## config.mk

```make
export PLATFORM = sky130hd
export DESIGN_NAME = weighted_server_task_assigner_core
export DESIGN_NICKNAME = d
export VERILOG_FILES = /design/src/rtl/core/wsta_pkg.sv /design/src/rtl/core/wsta_ctrl.sv /design/src/rtl/core/wsta_dp.sv /design/src/rtl/core/weighted_server_task_assigner_core.sv
export SDC_FILE = /design/constraint.sdc
export NUM_CORES = 1
export LEC_CHECK = 0
export BUFFER_PORTS_ARGS = -buffer_cell sky130_fd_sc_hd__buf_2
export CAP_MARGIN = 5
export CORE_MARGIN = 2
export CORE_UTILIZATION = 45
export CTS_CLUSTER_SIZE = 16
export DETAILED_ROUTE_END_ITERATION = 16
export PLACE_DENSITY = 0.71
export SETUP_SLACK_MARGIN = 0.15
export SYNTH_ARGS = -nofsm -noshare
export SYNTH_HDL_FRONTEND = slang
export SYNTH_SLANG_ARGS = --single-unit
```

## constraint.sdc

```tcl
create_clock -name clk -period 7.4 [get_ports clk]
set_clock_uncertainty 0.15 [all_clocks]
set_input_delay 1.48 -clock clk [delete_from_list [all_inputs] [get_ports clk]]
set_output_delay 1.48 -clock clk [all_outputs]
set_load 0.005 [all_outputs]
```

## src/rtl/core/wsta_pkg.sv

```systemverilog
// Package for the weighted server task assigner core.
// Holds field widths, command codes and the controller-to-datapath command type.
// No dependencies.
package wsta_pkg;

  localparam int SEL_W       = 3;
  localparam int WEIGHT_W    = 16;
  localparam int DUR_W       = 16;
  localparam int TIME_W      = 32;
  localparam int SRV_OUT_W   = 3;
  localparam int IN_TDATA_W  = 40;
  localparam int OUT_TDATA_W = 40;

  // Input item kind carried on in_tuser
  localparam logic CMD_LOAD = 1'b0;
  localparam logic CMD_TASK = 1'b1;

  // Commands from the controller to the datapath
  typedef struct packed {
    logic task_ld;  // capture a task and its base start time
    logic wt_we;    // write a server weight
    logic rd_en;    // read one server entry at the scan address
    logic pass2;    // read belongs to the selection pass
    logic fix_t;    // move start to the earliest finish if nothing was free
    logic commit;   // book the chosen server and load the result register
  } wsta_cmd_t;

endpackage

```

## src/rtl/core/wsta_ctrl.sv

```systemverilog
// Controller for the weighted server task assigner.
// Sequences the two scan passes over the server table and owns result valid.
// Depends on wsta_pkg.
module wsta_ctrl
  import wsta_pkg::*;
#(
  parameter int NUM_SERVERS = 8,
  parameter int IDX_W       = 3
) (
  input  logic             clk,
  input  logic             rst_n,
  input  logic             in_tvalid,
  input  logic             in_cmd,
  output logic             in_tready,
  input  logic             out_tready,
  output logic             out_valid,
  output wsta_cmd_t        cmd,
  output logic [IDX_W-1:0] rd_addr
);

  typedef enum logic [2:0] {
    S_IDLE,
    S_SCAN1,
    S_FIX,
    S_SCAN2,
    S_DRAIN,
    S_COMMIT
  } state_t;

  state_t           state_r;
  logic [IDX_W-1:0] cnt_r;
  logic             out_valid_r;
  logic             cnt_last;

  assign cnt_last  = (cnt_r == IDX_W'(NUM_SERVERS - 1));
  assign in_tready = (state_r == S_IDLE);
  assign out_valid = out_valid_r;
  assign rd_addr   = cnt_r;

  always_comb begin
    cmd         = '0;
    cmd.task_ld = (state_r == S_IDLE) && in_tvalid && (in_cmd == CMD_TASK);
    cmd.wt_we   = (state_r == S_IDLE) && in_tvalid && (in_cmd == CMD_LOAD);
    cmd.rd_en   = (state_r == S_SCAN1) || (state_r == S_SCAN2);
    cmd.pass2   = (state_r == S_SCAN2);
    cmd.fix_t   = (state_r == S_SCAN2) && (cnt_r == '0);
    cmd.commit  = (state_r == S_COMMIT) && (!out_valid_r || out_tready);
  end

  always_ff @(posedge clk) begin
    if (!rst_n) begin
      state_r     <= S_IDLE;
      cnt_r       <= '0;
      out_valid_r <= 1'b0;
    end else begin
      if (cmd.commit) begin
        out_valid_r <= 1'b1;
      end else if (out_tready) begin
        out_valid_r <= 1'b0;
      end
      unique case (state_r)
        S_IDLE: begin
          cnt_r <= '0;
          if (cmd.task_ld) begin
            state_r <= S_SCAN1;
          end
        end
        S_SCAN1: begin
          if (cnt_last) begin
            cnt_r   <= '0;
            state_r <= S_FIX;
          end else begin
            cnt_r <= cnt_r + 1'b1;
          end
        end
        S_FIX: begin
          state_r <= S_SCAN2;
        end
        S_SCAN2: begin
          if (cnt_last) begin
            cnt_r   <= '0;
            state_r <= S_DRAIN;
          end else begin
            cnt_r <= cnt_r + 1'b1;
          end
        end
        S_DRAIN: begin
          state_r <= S_COMMIT;
        end
        S_COMMIT: begin
          if (cmd.commit) begin
            state_r <= S_IDLE;
          end
        end
        default: begin
          state_r <= S_IDLE;
        end
      endcase
    end
  end

`ifndef ASSERT_OFF
  a_commit_slot_free: assert property (@(posedge clk) disable iff (!rst_n)
    cmd.commit |-> (!out_valid_r || out_tready))
    else $error("commit while the result register still holds an untaken result");

  a_commit_to_idle: assert property (@(posedge clk) disable iff (!rst_n)
    cmd.commit |=> (state_r == S_IDLE && out_valid_r))
    else $error("commit did not return to idle with a valid result");

  a_task_starts_scan: assert property (@(posedge clk) disable iff (!rst_n)
    (in_tvalid && in_tready && in_cmd == CMD_TASK) |=> (state_r == S_SCAN1 && cnt_r == '0))
    else $error("accepted task did not start the first scan at server zero");
`endif

endmodule

```

## src/rtl/core/wsta_dp.sv

```systemverilog
// Datapath for the weighted server task assigner.
// Holds the weight and finish-time tables, the scan compare stage and the result register.
// Depends on wsta_pkg.
module wsta_dp
  import wsta_pkg::*;
#(
  parameter int NUM_SERVERS = 8,
  parameter int IDX_W       = 3
) (
  input  logic                 clk,
  input  logic                 rst_n,
  input  wsta_cmd_t            cmd,
  input  logic [IDX_W-1:0]     rd_addr,
  input  logic [SEL_W-1:0]     in_server_sel,
  input  logic [WEIGHT_W-1:0]  in_weight,
  input  logic [DUR_W-1:0]     in_duration,
  output logic [SRV_OUT_W-1:0] out_server,
  output logic [TIME_W-1:0]    out_start
);

  localparam int SEL_CMP_W = 7;

  logic [WEIGHT_W-1:0]  wt_mem [NUM_SERVERS];
  logic [TIME_W-1:0]    bu_mem [NUM_SERVERS];
  logic [NUM_SERVERS-1:0] bu_vld_r;

  logic [TIME_W-1:0]    arrival_r;
  logic [TIME_W-1:0]    prev_start_r;
  logic [TIME_W-1:0]    t_r;
  logic [DUR_W-1:0]     dur_r;
  logic [TIME_W-1:0]    earliest_r;
  logic                 any_free_r;
  logic                 best_found_r;
  logic [IDX_W-1:0]     best_idx_r;
  logic [WEIGHT_W-1:0]  best_w_r;

  logic                 stg_vld_r;
  logic                 stg_pass2_r;
  logic [IDX_W-1:0]     stg_idx_r;
  logic [TIME_W-1:0]    bu_rd_r;
  logic                 bu_rd_vld_r;
  logic [WEIGHT_W-1:0]  wt_rd_r;

  logic [SRV_OUT_W-1:0] out_server_r;
  logic [TIME_W-1:0]    out_start_r;

  logic [TIME_W-1:0]    busy_eff;
  logic                 is_free;
  logic [TIME_W-1:0]    t_base;
  logic                 sel_in_range;

  assign busy_eff     = bu_rd_vld_r ? bu_rd_r : '0;
  assign is_free      = (busy_eff <= t_r);
  assign t_base       = (prev_start_r > arrival_r) ? prev_start_r : arrival_r;
  assign sel_in_range = (SEL_CMP_W'(in_server_sel) < SEL_CMP_W'(NUM_SERVERS));
  assign out_server   = out_server_r;
  assign out_start    = out_start_r;

  // Tables: one write and one registered read per cycle
  always_ff @(posedge clk) begin
    if (cmd.wt_we && sel_in_range) begin
      wt_mem[IDX_W'(in_server_sel)] <= in_weight;
    end
    if (cmd.commit) begin
      bu_mem[best_idx_r] <= t_r + TIME_W'(dur_r);
    end
    if (cmd.rd_en) begin
      bu_rd_r <= bu_mem[rd_addr];
      wt_rd_r <= wt_mem[rd_addr];
    end
  end

  // Control state of the datapath: valid bits, time counters, compare stage
  always_ff @(posedge clk) begin
    if (!rst_n) begin
      bu_vld_r     <= '0;
      arrival_r    <= '0;
      prev_start_r <= '0;
      stg_vld_r    <= 1'b0;
      any_free_r   <= 1'b0;
      best_found_r <= 1'b0;
    end else begin
      stg_vld_r <= cmd.rd_en;
      if (cmd.task_ld) begin
        any_free_r   <= 1'b0;
        best_found_r <= 1'b0;
      end
      if (stg_vld_r && !stg_pass2_r && is_free) begin
        any_free_r <= 1'b1;
      end
      if (stg_vld_r && stg_pass2_r && is_free &&
          (!best_found_r || wt_rd_r < best_w_r)) begin
        best_found_r <= 1'b1;
      end
      if (cmd.commit) begin
        bu_vld_r[best_idx_r] <= 1'b1;
        prev_start_r         <= t_r;
        arrival_r            <= arrival_r + 1'b1;
      end
    end
  end

  // Payload registers
  always_ff @(posedge clk) begin
    stg_pass2_r <= cmd.pass2;
    stg_idx_r   <= rd_addr;
    if (cmd.rd_en) begin
      bu_rd_vld_r <= bu_vld_r[rd_addr];
    end
    if (cmd.task_ld) begin
      t_r   <= t_base;
      dur_r <= in_duration;
    end else if (cmd.fix_t && !any_free_r) begin
      t_r <= earliest_r;
    end
    if (stg_vld_r && !stg_pass2_r) begin
      if (stg_idx_r == '0 || busy_eff < earliest_r) begin
        earliest_r <= busy_eff;
      end
    end
    if (stg_vld_r && stg_pass2_r && is_free &&
        (!best_found_r || wt_rd_r < best_w_r)) begin
      best_idx_r <= stg_idx_r;
      best_w_r   <= wt_rd_r;
    end
    if (cmd.commit) begin
      out_server_r <= SRV_OUT_W'(best_idx_r);
      out_start_r  <= t_r;
    end
  end

`ifndef ASSERT_OFF
  a_commit_has_server: assert property (@(posedge clk) disable iff (!rst_n)
    cmd.commit |-> best_found_r)
    else $error("commit without any server free at the start time");
`endif

endmodule

```

## src/rtl/core/weighted_server_task_assigner_core.sv

```systemverilog
// Weighted server task assigner core: a weight load gives no result.
// A task holds off the input until its result is committed: out_tvalid rises after two
// one-entry-per-cycle scans of the finish-time table (earliest finish, then lightest free
// server) plus fix, drain and commit; commit waits while an untaken result is held.
// Synchronous active-low reset frees all servers at once (valid bits), zeroes the time
// counters and drops out_tvalid; weights are undefined until loaded. No clearing pass.
module weighted_server_task_assigner_core
  import wsta_pkg::*;
#(
  parameter int NUM_SERVERS = 8
) (
  input  logic                   clk,
  input  logic                   rst_n,
  // Input channel
  input  logic                   in_tvalid,
  output logic                   in_tready,
  input  logic [IN_TDATA_W-1:0]  in_tdata,   // [2:0] server_sel, [18:3] weight,
                                             // [34:19] duration, [39:35] zero
  input  logic                   in_tuser,   // [0] cmd: 0 load weight, 1 submit task
  // Result channel
  output logic                   out_tvalid,
  input  logic                   out_tready,
  output logic [OUT_TDATA_W-1:0] out_tdata   // [2:0] assigned_server, [34:3] start_time,
                                             // [39:35] zero
);

  // Server index width; a pool of one still uses one bit
  localparam int IDX_W = (NUM_SERVERS > 1) ? $clog2(NUM_SERVERS) : 1;

  wsta_cmd_t            cmd;
  logic [IDX_W-1:0]     rd_addr;
  logic [SRV_OUT_W-1:0] out_server;
  logic [TIME_W-1:0]    out_start;

  // Controller: accepts an item only when idle, steps both scans, commits the result
  // once the output register is free or being drained in the same cycle.
  wsta_ctrl #(
    .NUM_SERVERS (NUM_SERVERS),
    .IDX_W       (IDX_W)
  ) u_ctrl (
    .clk        (clk),
    .rst_n      (rst_n),
    .in_tvalid  (in_tvalid),
    .in_cmd     (in_tuser),
    .in_tready  (in_tready),
    .out_tready (out_tready),
    .out_valid  (out_tvalid),
    .cmd        (cmd),
    .rd_addr    (rd_addr)
  );

  // Datapath: weight and finish-time tables, compare stage, start-time tracking,
  // and the result register that holds a result until its transfer.
  wsta_dp #(
    .NUM_SERVERS (NUM_SERVERS),
    .IDX_W       (IDX_W)
  ) u_dp (
    .clk           (clk),
    .rst_n         (rst_n),
    .cmd           (cmd),
    .rd_addr       (rd_addr),
    .in_server_sel (in_tdata[2:0]),
    .in_weight     (in_tdata[18:3]),
    .in_duration   (in_tdata[34:19]),
    .out_server    (out_server),
    .out_start     (out_start)
  );

  // Pack the result, zero fill to whole bytes
  assign out_tdata = {(OUT_TDATA_W - SRV_OUT_W - TIME_W)'(0), out_start, out_server};

endmodule

```

=== Word-level counts from Yosys, hierarchy flattened ===
Memories as Yosys holds them, arrays and structs flattened. A register that Yosys moved wholly into a read port is not among the register bits.
Cells that the tools add are included.

* Add/sub/neg operators: 3
* Multiply operators: 0
* Div/mod/pow operators: 0
* $lt $le $gt $ge: 7
* Equality and inequality tests: 10
* Shift-type cells: 0
* Mux-type cells: 24
* Bitwise gates (word level): 2
* Reductions and logical operators: 31

{| class="wikitable"
|+ Operators by type and width
! operator !! number
|-
| $mux 32 || 4
|-
| $add 32x1->32 const B || 1
|-
| $add 32x16->32 || 1
|-
| $gt 32x32->1 || 1
|-
| $le 32x32->1 || 1
|-
| $lt 32x32->1 || 1
|-
| $pmux 3 s6 || 1
|-
| $lt 16x16->1 || 1
|-
| $mux 3 || 5
|-
| $logic_and 1x1->1 || 12
|-
| $mux 1 || 11
|-
| $reduce_bool 2->1 || 5
|-
| $eq 3x3->1 const B || 3
|-
| $logic_not 3->1 || 3
|-
| $lt 3x4->1 const B || 2
|-
| $or 8x8->8 || 1
|-
| $eq 3x2->1 const B || 2
|-
| $pmux 3 s2 || 1
|-
| $logic_not 1->1 || 4
|-
| $logic_or 1x1->1 || 4
|-
| $ne 2x1->1 const B || 2
|-
| $ne 2x2->1 const B || 2
|-
| $reduce_and 4->1 || 1
|-
| $add 3x1->3 const B || 1
|-
| 7 further kinds || 7
|}

* Register bits after elaboration: 221
* Bits in latches: 0
* Memory bits (writable): 384
* Memory bits (read-only): 0
* Memories kept: 2

{| class="wikitable"
|+ Memory list
! name !! words !! bits a word !! read ports !! clocked after memory_dff !! wr ports !! RTL line !! RTL
|-
| u_dp.bu_mem || 8 || 32 || 1 || 1 || 1 || wsta_dp.sv:24 || <nowiki>logic [TIME_W-1:0] bu_mem [NUM_SERVERS];</nowiki>
|-
| u_dp.wt_mem || 8 || 16 || 1 || 1 || 1 || wsta_dp.sv:23 || <nowiki>logic [WEIGHT_W-1:0] wt_mem [NUM_SERVERS];</nowiki>
|}

=== Longest topological paths before layout ===
Gate-level depths: netlist of run 1.

* Depth in word-level cells: 5
* Mapped depth: 10
* Mapped depth without buffers: 10

=== Hierarchy ===
A second synthesis of run 1 with hierarchy kept.

* Cells, all modules: 1793
* Area total of the unflattened synthesis: 28135.7 um^2

{| class="wikitable"
|+ Modules (own cells, without submodules)
! module !! times used !! cells each !! area an instance (um^2) !! seq. area each (um^2)
|-
| wsta_dp || 1 || 1738 || 27685.3 || 18607.8
|-
| wsta_ctrl || 1 || 49 || 409.1 || 140.1
|-
| weighted_server_task_assigner_core || 1 || 6 || 41.3 || 0.0
|}

=== Least setup slack after synthesis of run 1 ===
Ideal clock, no wire load.

* Path type: in2reg
* From: in out_tready
* To: mem u_dp.bu_mem[4][0] (enable)
* Setup time: 516 ps
* Arrival time: 5362 ps
* Required time: 6734 ps
* Slack: 1371 ps
* Stages on the path: 4
* Cells stage by stage: nand2b_1 -> nand2b_1 -> clkbuf_1 -> nor4b_1

* Longest elaborated chain between the ends: 4

{| class="wikitable"
|+ Ends and longest elaborated chain
! element !! RTL line !! RTL
|-
| from (decl) || weighted_server_task_assigner_core.sv:22 || <nowiki>input logic out_tready,</nowiki>
|-
| $logic_or 1x1->1 || wsta_ctrl.sv:47 || <nowiki>cmd.commit = (state_r == S_COMMIT) && (!out_valid_r || out_tready);</nowiki>
|-
| $logic_and 1x1->1 || wsta_ctrl.sv:47 ||
|-
| $mux 1 || wsta_dp.sv:64 || <nowiki>if (cmd.commit) begin</nowiki>
|-
| $mux 1 (not written as such) || wsta_dp.sv:65 || <nowiki>bu_mem[best_idx_r] <= t_r + TIME_W'(dur_r);</nowiki>
|-
| to (decl) || wsta_dp.sv:24 ||
|}

Every way passes these cells.

=== Worst setup path in the final report of run 1 ===
* From: reg u_dp.t_r[0]
* To: mem u_dp.bu_mem[1][30] (data pin)

* Longest elaborated chain between the ends: 1

{| class="wikitable"
|+ Ends and longest elaborated chain
! element !! RTL line !! RTL
|-
| from (decl) || wsta_dp.sv:29 || <nowiki>logic [TIME_W-1:0] t_r;</nowiki>
|-
| from (signal assigned) || wsta_dp.sv:111 || <nowiki>t_r <= t_base;</nowiki>
|-
| from (signal assigned) || wsta_dp.sv:114 || <nowiki>t_r <= earliest_r;</nowiki>
|-
| $add 32x16->32 || wsta_dp.sv:65 ||
|}

Every way passes these cells.

==> flow_summary_export.csv, run 1 <==
group,metric,value,unit
run_status,status,"completed",
global_route,grt_pass1_wl,91.4,mm
critical_path,critPathMaxFanout,9,
drt,wl_per_cell,21.1,µm
timing,grt_setup_unrepaired,"false",
yosys,synth_top_area_cell,"edfxtp_1",
yosys,synth_top_area_share,60.8,%
drt,routed_wl,59.8,mm
timing,fin_tns_setup,0,ns
clock_network,postCtsResizedCells,0,
drt,routed.top_layer,"met4",
final_layout,area_growth,12.8,%
clock_network,clockBufferDepth,3,
clock_network,cts_root_buffer,"clkbuf_16",
die,initial_utilization,45.5,%
final_layout,fill_cells,4902,
pwr,finalPower,0.00782,W
yosys,synth_edf_count,567,
final_layout,regArea,18800,µm²
yosys,syn_inst,1843,
pwr,p_seq_share,52.7,%
pwr,irDropWorstVdd,158,µV
clock_network,postCtsHoldBufs,0,
timing,finalCritPeriodShare,53.7,%
pwr,internal_power,0.00613,W
timing,fmax,0.252,GHz
yosys,synth_area_leaders,"edfxtp_1 (61%), mux4_2 (7.9%), dfxtp_1 (6.1%)",
clock_network,cts_max_level,3,
final_layout,layout-drive-gt1-share,19.0,%
pwr,p_leak,10.8,nW
die,dieWidth,253,µm
drt,m1WireLength,25.8,mm
clock_network,clock-sinks,653,
min_path,hold_path.class,"register to register",
placement,port_buffers,76,
clock_network,post-cts-setup-buffer-count,0,
yosys,synth-main-ff-cell,"edfxtp_1",
clock_network,cts_buffers,66,
timing,hold_viol,0,
drt,drcViolationCount,0,
pwr,powerDensity,248,nW/µm²
timing,slew_headroom,28.9,%
timing,slew_violations,0,
critical_path,end_kind,"register",
yosys,seq_area_frac_synth,66.9,%
global_route,overflow,0,
yosys,synth-seq-cells,653,
pwr,pwr-share-clk,42.8,%
placement,dpl_cell_area,29400,µm²
final_layout,final_cell_area,31600,µm²
pwr,switching_share,21.6,%
final_layout,multiInputGateArea,8540,µm²
run,maxCapViolCount,0,
drt,first_pass_iters,5,
die,core-area,61600,µm²
placement,dp_hpwl,36.9,mm
yosys,syn_area,28000,µm²
critical_path,worstPathRequired,7.54,ns
drt,avgViaCountPerCell,5.58,
placement,gp_congestion,0.908,
global_route,grt_pass1_vias,15838,
drt,wl_met3,3.84,mm
yosys,yosysWarningCount,0,
clock_network,worstSkewPairLatency,0.62,ns
timing,period_minus_slack,3.98,ns
drt,antenna_left,0,
drt,drt_iter0_drc,1398,
critical_path,crit_arrival,4.12,ns
drt,dr_wl_met2,28.8,mm
global_route,grt_max_degree,91,
die,die_area,64200,µm²
drt,vias,15831,
clock_network,clk_pin_slew,0.06,ns
critical_path,critical_path.startpoint_type,"register",
die,ios,87,
final_layout,nets,2120,
clock_network,cts_tree,"built",
die,die-height,253,µm
yosys,ys_types,66,
pwr,power_frac_comb,4.5,%
timing,finalSetupViolCount,0,
yosys,avgSynthCellArea,15.2,µm²
pwr,p_switching,0.00169,W
die,rows,91,
global_route,grt_util_all_layers,18.8,%
yosys,async_reset_ff_share,0,%
final_layout,n_antenna_cell,0,
global_route,antenna_found_initial,1,
critical_path,path_class,"register to register",
timing,worst_pin_slew,1.06,ns
cell usage after synthesis, drive strengths merged (3+ instances only):
cell type and n:
edfxtp 567, nand2 155, ha 128, inv 126
mux4 98, a21oi 94, dfxtp 86, nor2 74
mux2 49, nand3 49, xnor2 48, clkbuf 42
o21ai 38, and2 35, o221ai 30, buf 28
a21o 25, nand4 20, nor3 18, and3 15
a211oi 12, nand2b 10, nor4 9, nor2b 8
or3 8, o211ai 7, xor2 6, a21boi 5
and4 5, a31oi 4, o21a 4, a211o 3
nor3b 3, nor4b 3
worst max-delay path: stages, from the launching register on:
cell,delay (ns)
edfxtp_1,0.53
ha_1,0.29
inv_1,0.08
fa_1,0.20
nor2b_1,0.08
o31a_1,0.30
o31ai_1,0.39
a211oi_1,0.19
o21ai_2,0.50
a21boi_0,0.24
xnor2_1,0.71
worst paths after layout:
kind	slack, ns	end	cells after the start	startpoint
worst min-delay path	0.29	u_dp.best_idx_r[2]	0	u_dp.stg_idx_r[2]
worst max register to register	3.42	u_dp.bu_mem[1][30]	10	u_dp.t_r[0]
worst min register to register	0.29	u_dp.best_idx_r[2]	0	u_dp.stg_idx_r[2]
worst max-delay path	3.42	u_dp.bu_mem[1][30]	10	u_dp.t_r[0]
registers in the layout, indices dropped and copies added, names as in the netlist, 3 cells and up:
signal             cells
u_dp.out_start        32
u_dp.best_w_r         16
u_dp.dur_r            16
u_ctrl.rd_addr         3
u_dp.stg_idx_r         3
u_dp.earliest_r       32
u_dp.prev_start_r     32
u_dp.bu_rd_r          32
u_ctrl.state_r         3
u_dp.out_server        3
u_dp.wt_rd_r          16
u_dp.bu_vld_r          8
u_dp.wt_mem          128
u_dp.bu_mem          256
u_dp.best_idx_r        3
u_dp.arrival_r        32
u_dp.t_r              32
layout by cell type (no fill, tap or decap), types with 48 or more instances in the layout:
master	n
buf_2	76
dfxtp_1	83
nor2_1	73
mux4_2	98
clkbuf_16	66
mux2_2	49
edfxtp_1	567
inv_1	123
nand2_1	155
nand3_1	49
a21oi_1	93
ha_1	128
xnor2_1	48
metal layers:
layer,global-route usage [%],up-vias
met5,0,-
met3,3.02,92
met1,26.0,7989
li1,-,7216
met2,30.6,534
met4,5.97,0
power by group through the flow:
stage | clock network, W | registers (W) | logic, W
final | 0.00335 | 0.00412 | 0.000350
after global routing | 0.00355 | 0.00412 | 0.000389
after CTS | 0.00340 | 0.00412 | 0.000353
after detailed placement | 0 | 0.00420 | 0.000351
after global placement | 0 | 0.00420 | 0.000332
after floorplan | 0 | 0.00417 | 0.000245
kinds of logic after synthesis:
kind of cell	Yosys count	synth area share, %
DFF	653	66.9
and+or+nand+nor	415	7.06
AOI/OAI and AO/OA	245	5.71
buffers and inverters	198	2.91
muxes	148	9.89
adders and majority gates	129	5.79
xor gates and xnor gates	54	1.69
other	1	0.0134
stage by stage:
step	instances	hold slack, ns	setup slack [ns]	util, %
after floorplan	1847	0.203	1.37	-
after global placement	2715	0.263	3.51	47.7
after detailed placement	2715	0.265	3.48	47.7
after CTS	2836	0.285	3.46	51.3
after global routing	2836	0.292	3.15	51.3
final	2836	0.287	3.42	51.3
cell type report:
type	instances	area share, %
well taps	837	3.32
clock buffers	80	5.52
clock inverters	41	1.40
multi-input cells	996	27.0
flip-flops and latches	653	59.4
repair buffers	101	1.80
inverters	128	1.53
(Power assumes the default switching activity.)
==> inputs of run 2 (changes only) <==
--- a/config.mk
+++ b/config.mk
@@ -11,7 +11,7 @@
 export CORE_UTILIZATION = 45
 export CTS_CLUSTER_SIZE = 16
 export DETAILED_ROUTE_END_ITERATION = 16
-export PLACE_DENSITY = 0.71
+export PLACE_DENSITY = 0.73
 export SETUP_SLACK_MARGIN = 0.15
 export SYNTH_ARGS = -nofsm -noshare
 export SYNTH_HDL_FRONTEND = slang
==> constraint.sdc (replaced) <==
create_clock -name clk -period 3.5 [get_ports clk]
set_clock_uncertainty 0.15 [all_clocks]
set_input_delay 0.7 -clock clk [delete_from_list [all_inputs] [get_ports clk]]
set_output_delay 0.7 -clock clk [all_outputs]
set_load 0.005 [all_outputs]
==> flow_summary_export.csv, run 2 (synthesized netlist as in run 1, its figures left out) <==
group,metric,value,unit
placement,dp_hpwl,38.6,mm
critical_path,worstPathRequired,3.68,ns
die,rows,91,
critical_path,end_kind,"register",
global_route,antenna_found_initial,0,
critical_path,ff2ff_path_depth,9,
die,ios,87,
pwr,power_frac_comb,5.2,%
timing,worst_pin_slew,0.916,ns
min_path,hold_path.class,"input port to register",
clock_network,cts_tree,"built",
drt,avgViaCountPerCell,5.59,
clock_network,clk_pin_slew,0.07,ns
final_layout,final_cell_mix,"edfxtp_1 (567), nand2_1 (155), ha_1 (128), inv_1 (123), mux4_2 (98)",
critical_path,cp-startpoint,"u_dp.t_r[8]",
global_route,grt_max_degree,71,
pwr,p_leak,11.1,nW
pwr,irDropWorstVdd,420,µV
critical_path,path_class,"register to register",
pwr,pwr-share-clk,40.3,%
run_status,status,"completed",
timing,slew_violations,0,
critical_path,endpoint,"u_dp.bu_mem[5][17]",
timing,setup_ws,0.222,ns
clock_network,cts_buffers,59,
drt,routed_wl,60.0,mm
pwr,powerDensity,498,nW/µm²
drt,vias,16046,
clock_network,postCtsHoldBufs,0,
drt,first_pass_iters,5,
drt,drcViolationCount,0,
drt,wl_per_cell,20.9,µm
die,core-area,61600,µm²
timing,holdWs,0.0826,ns
final_layout,final_common_cell,"edfxtp_1",
final_layout,largest_reg_flops,256,
critical_path,crit_arrival,3.46,ns
final_layout,area_growth,14.2,%
timing,slew_headroom,38.9,%
final_layout,fill_cells,4887,
run,maxCapViolCount,0,
timing,grt_setup_unrepaired,"true",
global_route,grt_pass1_vias,16229,
critical_path,rr_endpoint,"u_dp.bu_mem[5][17]",
timing,finalCritPeriodShare,93.7,%
final_layout,layout-drive-gt1-share,21.0,%
pwr,switching_share,21.6,%
die,die_area,64200,µm²
placement,port_buffers,76,
clock_network,clock-sinks,653,
global_route,overflow,0,
critical_path,regToRegSetupSlack,0.22,ns
die,dieWidth,253,µm
critical_path,critical_path.startpoint_type,"register",
clock_network,cts_root_buffer,"clkbuf_16",
pwr,p_seq_share,54.5,%
placement,gp_congestion,0.921,
global_route,grt_util_all_layers,18.9,%
timing,fmax,0.305,GHz
drt,drt_iter0_drc,1531,
clock_network,cts_max_level,2,
pwr,p_switching,0.00344,W
final_layout,n_antenna_cell,0,
final_layout,regMostFlops,"u_dp.bu_mem",
die,initial_utilization,45.5,%
final_layout,nets,2156,
timing,hold_viol,0,
final_layout,largestRegisters,"u_dp.bu_mem (256), u_dp.wt_mem (128)",
drt,antenna_left,0,
min_path,min_from,"in_tdata[23]",
timing,period_minus_slack,3.28,ns
critical_path,critPathMaxFanout,8,
clock_network,worstSkewPairLatency,0.64,ns
timing,finalSetupViolCount,0,
die,die-height,253,µm
critical_path,r2r-start,"u_dp.t_r[8]",
global_route,grt_pass1_wl,93.5,mm
pwr,internal_power,0.0125,W
clock_network,clockBufferDepth,3,
placement,pre_cts_ws,0.0933,ns
run 2: critical path, stage by stage, from the launching register on:
cell      delay, ns
edfxtp_1       0.51
ha_1           0.42
and3_1         0.23
a41oi_1        0.13
o21a_1         0.15
a211o_1        0.31
a21boi_1       0.15
buf_4          0.20
o21ai_0        0.13
xnor2_1        0.60
run 2: final cells by class:
class	instances	area [µm²]	share of cell area (%)
multi-input combinational	996	8680	27.2
inverter	128	482	1.51
clock inverter	37	339	1.06
clock buffer	74	1600	5.02
sequential	653	18800	58.7
tap	837	1050	3.28
timing repair buffer	144	1060	3.33
run 2: how the worst min path moves through the flow:
stage,endpoint,slack (ns),cells past startpoint
floorplan,u_dp.stg_idx_r[1],0.20,0
global placement,u_dp.best_idx_r[0],0.26,0
detailed placement,u_dp.best_idx_r[1],0.27,0
CTS,u_dp.dur_r[4],0.05,1
global route,u_dp.dur_r[8],0.06,1
finish,u_dp.dur_r[4],0.08,1
run 2: routing by layer:
| metal | share of wire (%) | track usage, % |
|---|---|---|
| met1 | 43 | 26.5 |
| met2 | 48 | 31.0 |
| met3 | 6.8 | 2.93 |
| met4 | 1.9 | 4.77 |
| met5 | 0 | 0 |
run 2: timing repair:
| action | in CTS | in global routing |
|---|---|---|
| pin swaps | 0 | 2 |
| setup endpoints to repair | 32 | 155 |
| gates cloned | 0 | 0 |
| gates resized for setup | 4 | 13 |
| buffers inserted | 0 | 1 |
run 2: power by group through the flow:
stage	sequential (W)	clock, W	combinational (W)
after floorplan	0.00882	0	0.000519
after global placement	0.00884	0	0.000774
after detailed placement	0.00885	0	0.000816
after CTS	0.00868	0.00652	0.000827
after global routing	0.00868	0.00680	0.000919
final	0.00868	0.00642	0.000836
run 2: metrics by stage:
step / instance area (µm²) / total power [W] / utilization (%) / TNS [ns] / std cells
floorplan: 28100 / 0.00934 / - / -10.38 / 1847
global placement: 29900 / 0.00962 / 48.6 / 0 / 2757
detailed placement: 29900 / 0.00966 / 48.6 / 0 / 2757
CTS: 31900 / 0.0160 / 51.8 / 0 / 2868
global route: 32000 / 0.0164 / 51.9 / 0 / 2869
finish: 32000 / 0.0159 / 51.9 / 0 / 2869
